===== config.mk =====
export PLATFORM = sky130hd
export DESIGN_NAME = label_outline_segment_extractor_flat
export DESIGN_NICKNAME = d
export VERILOG_FILES = /design/src/sv/loseg_pkg.sv /design/src/sv/loseg_if.sv /design/src/sv/loseg_ram.sv /design/src/sv/loseg_front.sv /design/src/sv/loseg_emit.sv /design/src/sv/label_outline_segment_extractor.sv /design/src/flat_wrapper.sv
export SDC_FILE = /design/constraint.sdc
export NUM_CORES = 2
export LEC_CHECK = 0
export ABC_AREA = 1
export CAP_MARGIN = 20
export CELL_PAD_IN_SITES_DETAIL_PLACEMENT = 1
export CELL_PAD_IN_SITES_GLOBAL_PLACEMENT = 1
export CORE_MARGIN = 5
export CORE_UTILIZATION = 45
export CTS_BUF_LIST = sky130_fd_sc_hd__clkbuf_8 sky130_fd_sc_hd__clkbuf_16
export DETAILED_ROUTE_END_ITERATION = 7
export DONT_BUFFER_PORTS = 1
export GPL_TIMING_DRIVEN = 0
export PLACE_DENSITY_LB_ADDON = 0.12
export SYNTH_ARGS = -nofsm -noshare
export SYNTH_HDL_FRONTEND = slang
export SYNTH_SLANG_ARGS = --single-unit

===== constraint.sdc =====
create_clock -name clk -period 29.1 [get_ports clk]
set_input_delay 4.365 -clock clk [delete_from_list [all_inputs] [get_ports clk]]
set_output_delay 4.365 -clock clk [all_outputs]
set_load 0.01 [all_outputs]

===== src/sv/loseg_pkg.sv =====
`timescale 1ns / 1ps

package loseg_pkg;

    localparam int COORD_BITS     = 11;
    localparam int SIZE_BITS      = 11;
    localparam int ACTIVE_BITS    = 16;
    localparam int CFG_DATA_BITS  = 16;
    localparam int CFG_INDEX_BITS = 2;

    localparam int DEF_MAX_WIDTH  = 1024;
    localparam int DEF_MAX_HEIGHT = 1024;
    localparam int DEF_LABEL_BITS = 16;

    localparam logic [ACTIVE_BITS-1:0] RST_ACTIVE_LABEL = 16'd1;
    localparam logic [SIZE_BITS-1:0]   RST_IMAGE_WIDTH  = 11'd512;
    localparam logic [SIZE_BITS-1:0]   RST_IMAGE_HEIGHT = 11'd512;

    typedef enum logic [CFG_INDEX_BITS-1:0] {
        REG_ACTIVE_LABEL = 2'd0,
        REG_IMAGE_WIDTH  = 2'd1,
        REG_IMAGE_HEIGHT = 2'd2
    } cfg_reg_t;

    typedef logic [COORD_BITS-1:0] coord_t;

    typedef struct packed {
        logic [ACTIVE_BITS-1:0] active_label;
        logic [SIZE_BITS-1:0]   image_width;
        logic [SIZE_BITS-1:0]   image_height;
    } cfg_t;

    // Segment mask bits in emission order: upper, lower, left, right side.
    typedef struct packed {
        logic [3:0] mask;
        coord_t     x0;
        coord_t     y0;
        coord_t     x1;
        coord_t     y1;
    } job_t;

endpackage


===== src/sv/loseg_if.sv =====
`timescale 1ns / 1ps

interface pixel_if #(
    parameter int LABEL_BITS = loseg_pkg::DEF_LABEL_BITS
);
    logic                  valid;
    logic                  ready;
    logic [LABEL_BITS-1:0] pixel_label;
    logic                  frame_start;

    modport source (output valid, output pixel_label, output frame_start, input ready);
    modport sink (input valid, input pixel_label, input frame_start, output ready);
endinterface

interface segment_if;
    import loseg_pkg::*;

    logic   valid;
    logic   ready;
    coord_t start_x;
    coord_t start_y;
    coord_t end_x;
    coord_t end_y;
    logic   last_of_pixel;

    modport source (
        output valid, output start_x, output start_y, output end_x, output end_y,
        output last_of_pixel, input ready
    );
    modport sink (
        input valid, input start_x, input start_y, input end_x, input end_y,
        input last_of_pixel, output ready
    );
endinterface


===== src/sv/loseg_ram.sv =====
`timescale 1ns / 1ps

module loseg_ram #(
    parameter int WIDTH = 1,
    parameter int DEPTH = 1024
) (
    input  logic                     clk,
    input  logic                     we,
    input  logic [$clog2(DEPTH)-1:0] waddr,
    input  logic [WIDTH-1:0]         wdata,
    input  logic                     re,
    input  logic [$clog2(DEPTH)-1:0] raddr,
    output logic [WIDTH-1:0]         rdata
);

    logic [WIDTH-1:0] mem [DEPTH];

    // A read of the entry being written returns the old contents.
    always_ff @(posedge clk)
    begin
        if (we)
        begin
            mem[waddr] <= wdata;
        end
        if (re)
        begin
            rdata <= mem[raddr];
        end
    end

endmodule


===== src/sv/loseg_front.sv =====
`timescale 1ns / 1ps

module loseg_front #(
    parameter int MAX_WIDTH  = loseg_pkg::DEF_MAX_WIDTH,
    parameter int MAX_HEIGHT = loseg_pkg::DEF_MAX_HEIGHT,
    parameter int LABEL_BITS = loseg_pkg::DEF_LABEL_BITS
) (
    input  logic            clk,
    input  logic            rst_n,
    input  loseg_pkg::cfg_t cfg,
    pixel_if.sink           pixel,
    output logic            job_valid,
    input  logic            job_ready,
    output loseg_pkg::job_t job
);
    import loseg_pkg::*;

    localparam int XB = $clog2(MAX_WIDTH);
    localparam int YB = $clog2(MAX_HEIGHT);
    localparam int WB = $clog2(MAX_WIDTH + 1);
    localparam int HB = $clog2(MAX_HEIGHT + 1);

    logic [XB-1:0] col_reg, col_next;
    logic [YB-1:0] row_reg, row_next;
    logic          left_reg, left_next;
    logic [WB-1:0] fill_reg, fill_next;

    logic          s1_valid_reg, s1_valid_next;
    logic [XB-1:0] s1_x_reg;
    logic [YB-1:0] s1_y_reg;
    logic          s1_m_reg;
    logic          s1_top_reg;
    logic          s1_known_reg;
    logic [3:1]    s1_side_reg;

    logic [WB-1:0] w_eff;
    logic [HB-1:0] h_eff;
    logic          accept;
    logic          s1_go;
    logic [XB-1:0] x_cur;
    logic [YB-1:0] y_cur;
    logic [31:0]   x_inc;
    logic [31:0]   y_inc;
    logic          match;
    logic          known;
    logic [3:1]    side;
    logic          rd_bit;
    logic          upper;
    logic [3:0]    mask;

    always_comb
    begin
        if (cfg.image_width == '0)
        begin
            w_eff = WB'(1);
        end
        else if (32'(cfg.image_width) > 32'(MAX_WIDTH))
        begin
            w_eff = WB'(MAX_WIDTH);
        end
        else
        begin
            w_eff = WB'(cfg.image_width);
        end

        if (cfg.image_height == '0)
        begin
            h_eff = HB'(1);
        end
        else if (32'(cfg.image_height) > 32'(MAX_HEIGHT))
        begin
            h_eff = HB'(MAX_HEIGHT);
        end
        else
        begin
            h_eff = HB'(cfg.image_height);
        end
    end

    assign accept      = pixel.valid && pixel.ready;
    assign pixel.ready = !s1_valid_reg || s1_go;

    assign x_cur = pixel.frame_start ? '0 : col_reg;
    assign y_cur = pixel.frame_start ? '0 : row_reg;
    assign x_inc = 32'(x_cur) + 32'd1;
    assign y_inc = 32'(y_cur) + 32'd1;
    assign match = pixel.pixel_label == LABEL_BITS'(cfg.active_label);

    // Entries at or beyond the fill count were never written since reset.
    assign known = 32'(x_cur) < 32'(fill_reg);

    assign side[1] = match && (y_inc == 32'(h_eff));
    assign side[2] = (x_cur == '0) ? match : (match != left_reg);
    assign side[3] = match && (x_inc == 32'(w_eff));

    always_comb
    begin
        col_next  = col_reg;
        row_next  = row_reg;
        left_next = left_reg;
        fill_next = fill_reg;
        if (accept)
        begin
            left_next = match;
            if (x_inc > 32'(fill_reg))
            begin
                fill_next = WB'(x_inc);
            end
            if (x_inc >= 32'(w_eff))
            begin
                col_next = '0;
                row_next = (y_inc >= 32'(h_eff)) ? '0 : YB'(y_inc);
            end
            else
            begin
                col_next = XB'(x_inc);
                row_next = y_cur;
            end
        end
    end

    loseg_ram #(
        .WIDTH (1),
        .DEPTH (MAX_WIDTH)
    ) u_row_store (
        .clk   (clk),
        .we    (accept),
        .waddr (x_cur),
        .wdata (match),
        .re    (accept),
        .raddr (x_cur),
        .rdata (rd_bit)
    );

    assign upper = s1_top_reg ? s1_m_reg : (s1_m_reg != (s1_known_reg && rd_bit));
    assign mask  = {s1_side_reg, upper};

    assign s1_go     = s1_valid_reg && ((mask == '0) || job_ready);
    assign job_valid = s1_valid_reg && (mask != '0);

    always_comb
    begin
        job.mask = mask;
        job.x0   = COORD_BITS'(s1_x_reg);
        job.y0   = COORD_BITS'(s1_y_reg);
        job.x1   = COORD_BITS'(32'(s1_x_reg) + 32'd1);
        job.y1   = COORD_BITS'(32'(s1_y_reg) + 32'd1);
    end

    always_comb
    begin
        s1_valid_next = s1_valid_reg;
        if (accept)
        begin
            s1_valid_next = 1'b1;
        end
        else if (s1_go)
        begin
            s1_valid_next = 1'b0;
        end
    end

    always_ff @(posedge clk or negedge rst_n)
    begin
        if (!rst_n)
        begin
            col_reg      <= '0;
            row_reg      <= '0;
            left_reg     <= 1'b0;
            fill_reg     <= '0;
            s1_valid_reg <= 1'b0;
        end
        else
        begin
            col_reg      <= col_next;
            row_reg      <= row_next;
            left_reg     <= left_next;
            fill_reg     <= fill_next;
            s1_valid_reg <= s1_valid_next;
        end
    end

    always_ff @(posedge clk)
    begin
        if (accept)
        begin
            s1_x_reg     <= x_cur;
            s1_y_reg     <= y_cur;
            s1_m_reg     <= match;
            s1_top_reg   <= (y_cur == '0);
            s1_known_reg <= known;
            s1_side_reg  <= side;
        end
    end

endmodule


===== src/sv/loseg_emit.sv =====
`timescale 1ns / 1ps

module loseg_emit (
    input  logic            clk,
    input  logic            rst_n,
    input  logic            job_valid,
    output logic            job_ready,
    input  loseg_pkg::job_t job,
    segment_if.source       segment
);
    import loseg_pkg::*;

    logic       e_valid_reg, e_valid_next;
    logic [3:0] e_mask_reg, e_mask_next;
    coord_t     e_x0_reg, e_y0_reg, e_x1_reg, e_y1_reg;

    logic       last;
    logic       out_take;
    logic       load;

    assign last      = (e_mask_reg & (e_mask_reg - 4'd1)) == '0;
    assign out_take  = segment.valid && segment.ready;
    assign job_ready = !e_valid_reg || (last && segment.ready);
    assign load      = job_valid && job_ready;

    assign segment.valid         = e_valid_reg;
    assign segment.last_of_pixel = last;

    always_comb
    begin
        if (e_mask_reg[0])
        begin
            segment.start_x = e_x0_reg;
            segment.start_y = e_y0_reg;
            segment.end_x   = e_x1_reg;
            segment.end_y   = e_y0_reg;
        end
        else if (e_mask_reg[1])
        begin
            segment.start_x = e_x0_reg;
            segment.start_y = e_y1_reg;
            segment.end_x   = e_x1_reg;
            segment.end_y   = e_y1_reg;
        end
        else if (e_mask_reg[2])
        begin
            segment.start_x = e_x0_reg;
            segment.start_y = e_y0_reg;
            segment.end_x   = e_x0_reg;
            segment.end_y   = e_y1_reg;
        end
        else
        begin
            segment.start_x = e_x1_reg;
            segment.start_y = e_y0_reg;
            segment.end_x   = e_x1_reg;
            segment.end_y   = e_y1_reg;
        end
    end

    always_comb
    begin
        e_valid_next = e_valid_reg;
        e_mask_next  = e_mask_reg;
        if (load)
        begin
            e_valid_next = 1'b1;
            e_mask_next  = job.mask;
        end
        else if (out_take)
        begin
            e_mask_next = e_mask_reg & (e_mask_reg - 4'd1);
            if (last)
            begin
                e_valid_next = 1'b0;
            end
        end
    end

    always_ff @(posedge clk or negedge rst_n)
    begin
        if (!rst_n)
        begin
            e_valid_reg <= 1'b0;
            e_mask_reg  <= '0;
        end
        else
        begin
            e_valid_reg <= e_valid_next;
            e_mask_reg  <= e_mask_next;
        end
    end

    always_ff @(posedge clk)
    begin
        if (load)
        begin
            e_x0_reg <= job.x0;
            e_y0_reg <= job.y0;
            e_x1_reg <= job.x1;
            e_y1_reg <= job.y1;
        end
    end

endmodule


===== src/sv/label_outline_segment_extractor.sv =====
`timescale 1ns / 1ps
// A taken pixel is registered in the front stage, then loaded into the emitter, which offers its
// first segment; a busy emitter holds it back. Throughput: the single segment port moves one segment
// per cycle when ready, one to four per pixel; other pixels flow at one per cycle unless held.
// Reset: registers return to active label 1 and a 512 by 512 slice, and position counters clear.
// The row store is not cleared; a fill count marks the columns written since reset.

module label_outline_segment_extractor #(
    parameter int MAX_WIDTH  = loseg_pkg::DEF_MAX_WIDTH,
    parameter int MAX_HEIGHT = loseg_pkg::DEF_MAX_HEIGHT,
    parameter int LABEL_BITS = loseg_pkg::DEF_LABEL_BITS
) (
    input  logic                                 clk,
    input  logic                                 rst_n,
    input  logic                                 cfg_we,
    input  logic [loseg_pkg::CFG_INDEX_BITS-1:0] cfg_index,
    input  logic [loseg_pkg::CFG_DATA_BITS-1:0]  cfg_data,
    pixel_if.sink                                pixel,
    segment_if.source                            segment
);
    import loseg_pkg::*;

    cfg_t cfg_reg, cfg_next;
    logic job_valid;
    logic job_ready;
    job_t job;

    always_comb
    begin
        cfg_next = cfg_reg;
        if (cfg_we)
        begin
            case (cfg_reg_t'(cfg_index))
                REG_ACTIVE_LABEL: cfg_next.active_label = ACTIVE_BITS'(cfg_data);
                REG_IMAGE_WIDTH:  cfg_next.image_width  = SIZE_BITS'(cfg_data);
                REG_IMAGE_HEIGHT: cfg_next.image_height = SIZE_BITS'(cfg_data);
                default:          cfg_next = cfg_reg;
            endcase
        end
    end

    always_ff @(posedge clk or negedge rst_n)
    begin
        if (!rst_n)
        begin
            cfg_reg.active_label <= RST_ACTIVE_LABEL;
            cfg_reg.image_width  <= RST_IMAGE_WIDTH;
            cfg_reg.image_height <= RST_IMAGE_HEIGHT;
        end
        else
        begin
            cfg_reg <= cfg_next;
        end
    end

    loseg_front #(
        .MAX_WIDTH  (MAX_WIDTH),
        .MAX_HEIGHT (MAX_HEIGHT),
        .LABEL_BITS (LABEL_BITS)
    ) u_front (
        .clk       (clk),
        .rst_n     (rst_n),
        .cfg       (cfg_reg),
        .pixel     (pixel),
        .job_valid (job_valid),
        .job_ready (job_ready),
        .job       (job)
    );

    loseg_emit u_emit (
        .clk       (clk),
        .rst_n     (rst_n),
        .job_valid (job_valid),
        .job_ready (job_ready),
        .job       (job),
        .segment   (segment)
    );

endmodule


===== src/flat_wrapper.sv =====
// flat-port wrapper written by rule: the top's interface ports become plain ports
module label_outline_segment_extractor_flat import loseg_pkg::*;
#(
    parameter int MAX_WIDTH  = loseg_pkg::DEF_MAX_WIDTH,
    parameter int MAX_HEIGHT = loseg_pkg::DEF_MAX_HEIGHT,
    parameter int LABEL_BITS = loseg_pkg::DEF_LABEL_BITS
)
  (clk, rst_n, cfg_we, cfg_index, cfg_data, pixel_valid, pixel_pixel_label, pixel_frame_start, pixel_ready, segment_valid, segment_start_x, segment_start_y, segment_end_x, segment_end_y, segment_last_of_pixel, segment_ready);
  pixel_if #(.LABEL_BITS(LABEL_BITS)) pixel_i ();
  segment_if segment_i ();
  input  logic clk;
  input  logic rst_n;
  input  logic cfg_we;
  input  logic [loseg_pkg::CFG_INDEX_BITS-1:0] cfg_index;
  input  logic [loseg_pkg::CFG_DATA_BITS-1:0] cfg_data;
  input wire logic [$bits(pixel_i.valid)-1:0] pixel_valid;
  input wire logic [$bits(pixel_i.pixel_label)-1:0] pixel_pixel_label;
  input wire logic [$bits(pixel_i.frame_start)-1:0] pixel_frame_start;
  output wire logic [$bits(pixel_i.ready)-1:0] pixel_ready;
  output wire logic [$bits(segment_i.valid)-1:0] segment_valid;
  output wire logic [$bits(segment_i.start_x)-1:0] segment_start_x;
  output wire logic [$bits(segment_i.start_y)-1:0] segment_start_y;
  output wire logic [$bits(segment_i.end_x)-1:0] segment_end_x;
  output wire logic [$bits(segment_i.end_y)-1:0] segment_end_y;
  output wire logic [$bits(segment_i.last_of_pixel)-1:0] segment_last_of_pixel;
  input wire logic [$bits(segment_i.ready)-1:0] segment_ready;
  assign pixel_i.valid = pixel_valid;
  assign pixel_i.pixel_label = pixel_pixel_label;
  assign pixel_i.frame_start = pixel_frame_start;
  assign pixel_ready = pixel_i.ready;
  assign segment_valid = segment_i.valid;
  assign segment_start_x = segment_i.start_x;
  assign segment_start_y = segment_i.start_y;
  assign segment_end_x = segment_i.end_x;
  assign segment_end_y = segment_i.end_y;
  assign segment_last_of_pixel = segment_i.last_of_pixel;
  assign segment_i.ready = segment_ready;
  label_outline_segment_extractor #(.MAX_WIDTH(MAX_WIDTH), .MAX_HEIGHT(MAX_HEIGHT), .LABEL_BITS(LABEL_BITS)) u_core (.clk(clk), .rst_n(rst_n), .cfg_we(cfg_we), .cfg_index(cfg_index), .cfg_data(cfg_data), .pixel(pixel_i), .segment(segment_i));
endmodule

# After elaboration in Yosys (flattened, before gate mapping)
# Memories as Yosys holds them, arrays and structs flattened. A register that Yosys moved wholly into a read port is not among the register bits.
# Cells that the tools add are included.
# op_classes
bitwise_logic	1
eq_ne	7
order_cmp	6
reduce_logical	30
add_sub_neg	5
n_mux	28
# ops
cell	n
two-way mux 11 bit	12
two-way mux 10 bit	5
adder 10 x 1 -> 11 bit, second input constant	4
equality test 11 bit	2
>= comparator 11 bit	2
greater-than comparator 11 bit, second input constant	2
zero test 11 bit	2
zero test 10 bit	2
equality test 16 bit	1
greater-than comparator 11 bit	1
less-than comparator 10 x 11 -> 1 bit	1
AND reduction 2 bit	5
logical AND 1 bit	9
two-way mux 1 bit	9
zero test 4 bit	2
two-way mux 4 bit	2
nonzero test 2 bit	3
bitwise AND 4 bit	1
nonzero test 4 bit	1
subtractor 4 x 1 -> 4 bit, second input constant	1
logical OR 1 bit	3
equality test 2 x 1 -> 1 bit, second input constant	1
equality test 2 bit, second input constant	1
zero test 1 bit	2
other kinds (2)	3
# totals
in_bits	40
reg_bits	144
output_inout_bits	47
wordCells	98
mem_bits_rw	1024
n_memories	1
# mem_list
memory	depth	word_bits	rd	rd_clocked_by_memory_dff	write_ports	line_no	text
u_core.u_front.u_row_store.mem	1024	1	1	1	1	loseg_ram.sv:16	logic [WIDTH-1:0] mem [DEPTH];

# Longest topological paths before layout
# logic_depth
word_depth	11
ltp_mapped	29
mapped_depth_nobuf	25

# By module
# From an unflattened synthesis, not the netlist that was laid out.
# unflattened
hier_cells	5697
area_unflattened_um2	54996.5
# modules_own_cells
module	area_per_inst_um2	n_inst	seq_area_each_um2	cells_per_inst
loseg_ram	46402.0	1	30779.5	4679
loseg_front	4788.3	1	1606.5	626
loseg_emit	2215.9	1	1446.4	222
label_outline_segment_extractor	1590.3	1	954.7	170

# Least setup slack after synthesis
# No wires, ideal clock.
# synth_timing
path_type	input to register
from	input pixel_pixel_label[9]
to	register u_core.u_front.s1_m_reg (data pin)
cell_stages	4
required_time_ns	24.134
n_path_buf	0
arrival_ns	28.483
setup_time_ns	4.966
setup_slack_ns	-4.348
path_cell_list	or2_2 a21oi_1 nand4_1 nor2_1
# synth_via
elab_chain_len	1
# synth_lines
element	line_no	text
from (decl)	flat_wrapper.sv:17	input wire logic [$bits(pixel_i.pixel_label)-1:0] pixel_pixel_label;
equality test 16 bit	loseg_front.sv:87	assign match = pixel.pixel_label == LABEL_BITS'(cfg.active_label);
via u_core.u_front.match	loseg_front.sv:44	logic match;
to (signal assigned)	loseg_front.sv:189	s1_m_reg <= match;
to (decl)	loseg_front.sv:31	logic s1_m_reg;
# The timed path passes the listed nets, and every way through them passes these cells.
# A chain may end at the register's enable or synchronous reset.

# Worst setup path in the final report
# layout_timing
from	input pixel_frame_start
to	register u_core.u_front.row_reg[6]
# layout_via
word_cells_on_any_way	8
cone_classes	2 x add/sub; 2 x order compare; 4 x mux
# layout_lines
element	line_no	text
from (decl)	flat_wrapper.sv:18	input wire logic [$bits(pixel_i.frame_start)-1:0] pixel_frame_start;
two-way mux 10 bit	loseg_front.sv:83	assign x_cur = pixel.frame_start ? '0 : col_reg;
via u_core.u_front.u_row_store.raddr[1]	loseg_ram.sv:12	input logic [$clog2(DEPTH)-1:0] raddr,
adder 10 x 1 -> 11 bit	loseg_front.sv:85	assign x_inc = 32'(x_cur) + 32'd1;
via u_core.u_front.x_inc[8]	loseg_front.sv:42	logic [31:0] x_inc;
>= comparator 11 bit	loseg_front.sv:109	if (x_inc >= 32'(w_eff))
two-way mux 10 bit	loseg_front.sv:109	
to (signal assigned)	loseg_front.sv:176	row_reg <= row_next;
to (decl)	loseg_front.sv:24	logic [YB-1:0] row_reg, row_next;
# The timed path passes the listed nets, and every way through them passes these cells.

==> summary.md <==
| Metric | Value |
|---|---|
| Status | `completed` |
| Clk_lat worst skew | `0.80 ns` |
| Top cell type's share of synthesized area | `0.589` |
| Post-Route Skew | `0.0318 ns` |
| Synth area leader | `edfxtp_1` |
| DR WL/cell | `32.7 µm` |
| Gate Count Post-Synth | `6108` |
| Post-CTS sizing | `0` |
| Sequential-to-total area share from yosys stat | `0.623` |
| Worst setup path end | `u_core.u_front.row_reg[6]` |
| Starting Density | `0.452` |
| Total CTS buffers | `135` |
| # H-tree levels | `4` |
| Grt met3 use | `0.136` |
| Vias after detailed routing | `49200` |
| RSZ-0062 raised after global routing | `no` |
| Clock buffer depth | `3` |
| Initial antenna violation count | `25` |
| Post-Syn Area | `55800 µm²` |
| Sw frac | `0.371` |
| First-pass GRT wire length | `358000 µm` |
| DRT Pass-1 Iters | `6` |
| Yosys warning total | `0` |
| VDD IR max | `69.5 µV` |
| Crit path kind | `in2reg` |
| Crit path arrival time | `10.47 ns` |
| Ys flop type | `edfxtp_1` |
| Cells after DPL | `7817` |
| Tcrit/Tclk final | `0.335` |
| Postcts setup bufs | `0` |
| Req. time, crit path | `29.81 ns` |
| Max_cap viols | `0` |
| Initial DRC Count | `7616` |
| Switching power | `1.87 mW` |
| Final ANT Viol Nets | `0` |
| Hold depth | `0` |
| Max frequency | `0.102 GHz` |
| Top post-synthesis cells by area | `edfxtp_1 (59%), nor2_1 (9.8%), nand2_1 (8.6%), nand3_1 (4.8%), inv_1 (4.4%)` |
| Mean Syn Cell Area | `9.13 µm²` |
| Largest register FFs | `1024` |
| Hold Startpoint | `u_core.u_front.s1_y_reg[9]` |
| Reg2Reg Depth | `22` |
| DIE AREA | `131000 µm²` |
| Hold Buf Count CTS | `0` |
| Slew Viols, Final | `0` |
| Total Wirelength | `265000 µm` |
| Tightest Pin Transition | `1.30 ns` |
| Final Hold Fails | `0` |
| CP Cell Sequence | `buf_4 > inv_4 > nand2_1 > inv_1 > buf_2 > buf_1 > ha_1 > inv_1 > nor2_1 > inv_1 > nor2_1 > inv_1 > nor3_1 > nand3_1 > xor2_1 > ha_1 > a21oi_1 > o21ai_0 > a21oi_1 > nand3_1 > inv_1 > clkbuf_1 > a21oi_1 > a21oi_1` |
| Port Buf Inserts | `0` |
| Overall power | `5.04 mW` |
| Syn nets | `6199` |
| Met2 Use GR | `0.585` |
| Core Region | `123000 µm²` |
| Clock power frac | `0.336` |
| Clk sinks | `1169` |
| EDFF count, synth | `1093` |
| Met1 GRT Util | `0.491` |
| Final setup viols | `0` |
| Combinational share of power | `0.283` |
| Num rows | `129` |
| CP peak stage delay | `0.67 ns` |
| CTS tree | `built` |
| Layout cells sized above 1 | `0.0818` |
| Largest net degree at the start of global routing | `77` |
| Startpoint Class | `primary input` |
| Peak fanout along the critical path | `10` |
| R2r setup slk | `22.86 ns` |
| Top cell by count, worst path | `inv_1` |
| Detailed-placement wirelength estimate | `185000 µm` |
| Layout Utilization | `0.515` |
| LEAKAGE | `25.1 nW` |
| Slowest-stage cell, CP | `buf_1` |
| Critical Path Sink Type | `flip-flop` |
| Gr busiest metal | `met2` |
| Gpl congestion | `1.02` |
| Pwr dens | `79.2 nW/µm²` |
| Fin nets | `6415` |
| Final Non-Filler Cells | `8077` |
| Worst-path clk slew | `0.06 ns` |
| Hold Path Class | `reg2reg` |
| GR Overflow Total | `0` |
| Crit path time final | `9.76 ns` |
| Slew margin rel. | `0.133` |
| Vias/cell | `6.09` |
| Die X | `362 µm` |
| Layout overhead on the synthesized area | `14.1%` |
| Register share of total power | `0.381` |
| Root Buffer | `clkbuf_16` |
| Crit path launch | `pixel_frame_start` |
| DRC | `0` |
| R2R Path End | `u_core.u_front.row_reg[6]` |
| Ys async rst share | `0.0650` |
| Vias in the first global route | `47200` |
| #FFs+latches synth | `1169` |
| # IOs | `87` |
| GRT Total Usage | `0.394` |
| P_int | `3.17 mW` |
| Reg2reg start | `u_core.u_front.col_reg[1]` |
| Yosys cell types | `40` |
| Die Y | `362 µm` |
==> Yosys cell counts, types with 2 or more instances <==
| cell | instances |
|---|---|
| a21oi_1 | 54 |
| a22oi_1 | 5 |
| buf_1 | 30 |
| buf_2 | 152 |
| buf_4 | 2 |
| clkbuf_1 | 240 |
| clkinv_1 | 2 |
| dfrtp_1 | 73 |
| dfstp_2 | 3 |
| edfxtp_1 | 1093 |
| ha_1 | 51 |
| inv_1 | 647 |
| inv_2 | 2 |
| mux2_2 | 4 |
| nand2_1 | 1282 |
| nand3_1 | 536 |
| nand3b_1 | 8 |
| nand4_1 | 29 |
| nor2_1 | 1458 |
| nor2_2 | 8 |
| nor2_4 | 2 |
| nor3_1 | 11 |
| nor3b_1 | 2 |
| nor4_1 | 9 |
| o211ai_1 | 35 |
| o21a_1 | 3 |
| o21ai_0 | 229 |
| o22ai_1 | 29 |
| or2_2 | 57 |
| xnor2_1 | 7 |
| xor2_1 | 36 |
==> final cells by class <==
cell class / count / area, µm²
plain buffers: 424 / 1820
clock inverters: 89 / 666
clock buffers: 146 / 3620
inverters: 652 / 2450
well taps: 1637 / 2050
multi-input cells: 3863 / 16800
diodes: 18 / 45.0
fillers: 14100 / 59900
repair buffers: 79 / 1410
flip-flops and latches: 1169 / 34700
==> logic make-up (layout without fill, tap and decap cells) <==
| logic type | after synthesis | count (layout) | share of synthesized area |
|---|---|---|---|
| AO/OA/AOI/OAI | 360 | 360 | 0.0350 |
| buffers and inverters | 1076 | 1390 | 0.0760 |
| other | 0 | 18 | 0 |
| flip-flops | 1169 | 1169 | 0.623 |
| XOR/XNOR | 43 | 43 | 0.00675 |
| adder cells (fa/ha/maj) | 51 | 51 | 0.0114 |
| multiplexers | 4 | 4 | 0.000808 |
| AND/OR/NAND/NOR | 3405 | 3405 | 0.247 |
==> worst max-delay path, delay by kind of cell <==
kind,cells,cell delay (ns)
buffers and inverters,10,2.93
AND/OR/NAND/NOR,6,1.37
AO/OA/AOI/OAI,5,0.67
adder cells (fa/ha/maj),2,0.65
XOR/XNOR,1,0.46
==> per-stage QoR <==
step	cell area, µm²	worst slack (ns)	hold slack (ns)	TNS, ns
3_3_place_gp	57800	-5.96	0.442	-5992.90
3_5_place_dp	59200	18.72	0.443	0
4_1_cts	63500	19.51	0.457	0
6_report	63600	19.34	0.455	0
5_1_grt	63600	19.16	0.481	0
2_1_floorplan	55800	6.74	0.426	0
==> power groups by stage <==
| stage | clock network (mW) | registers (mW) | logic [mW] |
|---|---|---|---|
| floorplan | 0 | 1.94 | 0.632 |
| global placement | 0 | 1.95 | 1.26 |
| detailed placement | 0 | 1.95 | 1.33 |
| CTS | 1.69 | 1.92 | 1.34 |
| global route | 1.76 | 1.92 | 1.44 |
| finish | 1.70 | 1.92 | 1.43 |
==> layout by cell type, fill, tap and decap left out, types with 36 or more instances in the layout <==
master	n
a21oi_1	54
buf_2	156
buf_8	42
clkbuf_1	221
clkbuf_16	143
dfrtp_1	73
edfxtp_1	1093
ha_1	51
inv_1	675
nand2_1	1282
nand3_1	536
nor2_1	1455
o21ai_0	229
or2_2	57
xor2_1	36
==> worst min-delay path by stage <==
| stage | end | slack [ns] |
|---|---|---|
| after global placement | u_core.u_emit.e_y0_reg[9] | 0.44 |
| after CTS | u_core.u_emit.e_y0_reg[9] | 0.46 |
| after detailed placement | u_core.u_emit.e_y0_reg[9] | 0.44 |
| after floorplan | u_core.u_emit.e_x0_reg[4] | 0.43 |
| after global routing | u_core.u_emit.e_y0_reg[9] | 0.48 |
| final | u_core.u_emit.e_y0_reg[9] | 0.45 |
==> per-layer routing <==
metal  wire length, µm  share of wire
met5               112        0.00042
met4             20300          0.077
met3             36300           0.14
met2            113000           0.43
met1             94700           0.36
Note: power is estimated with default switching activity, not from simulation.
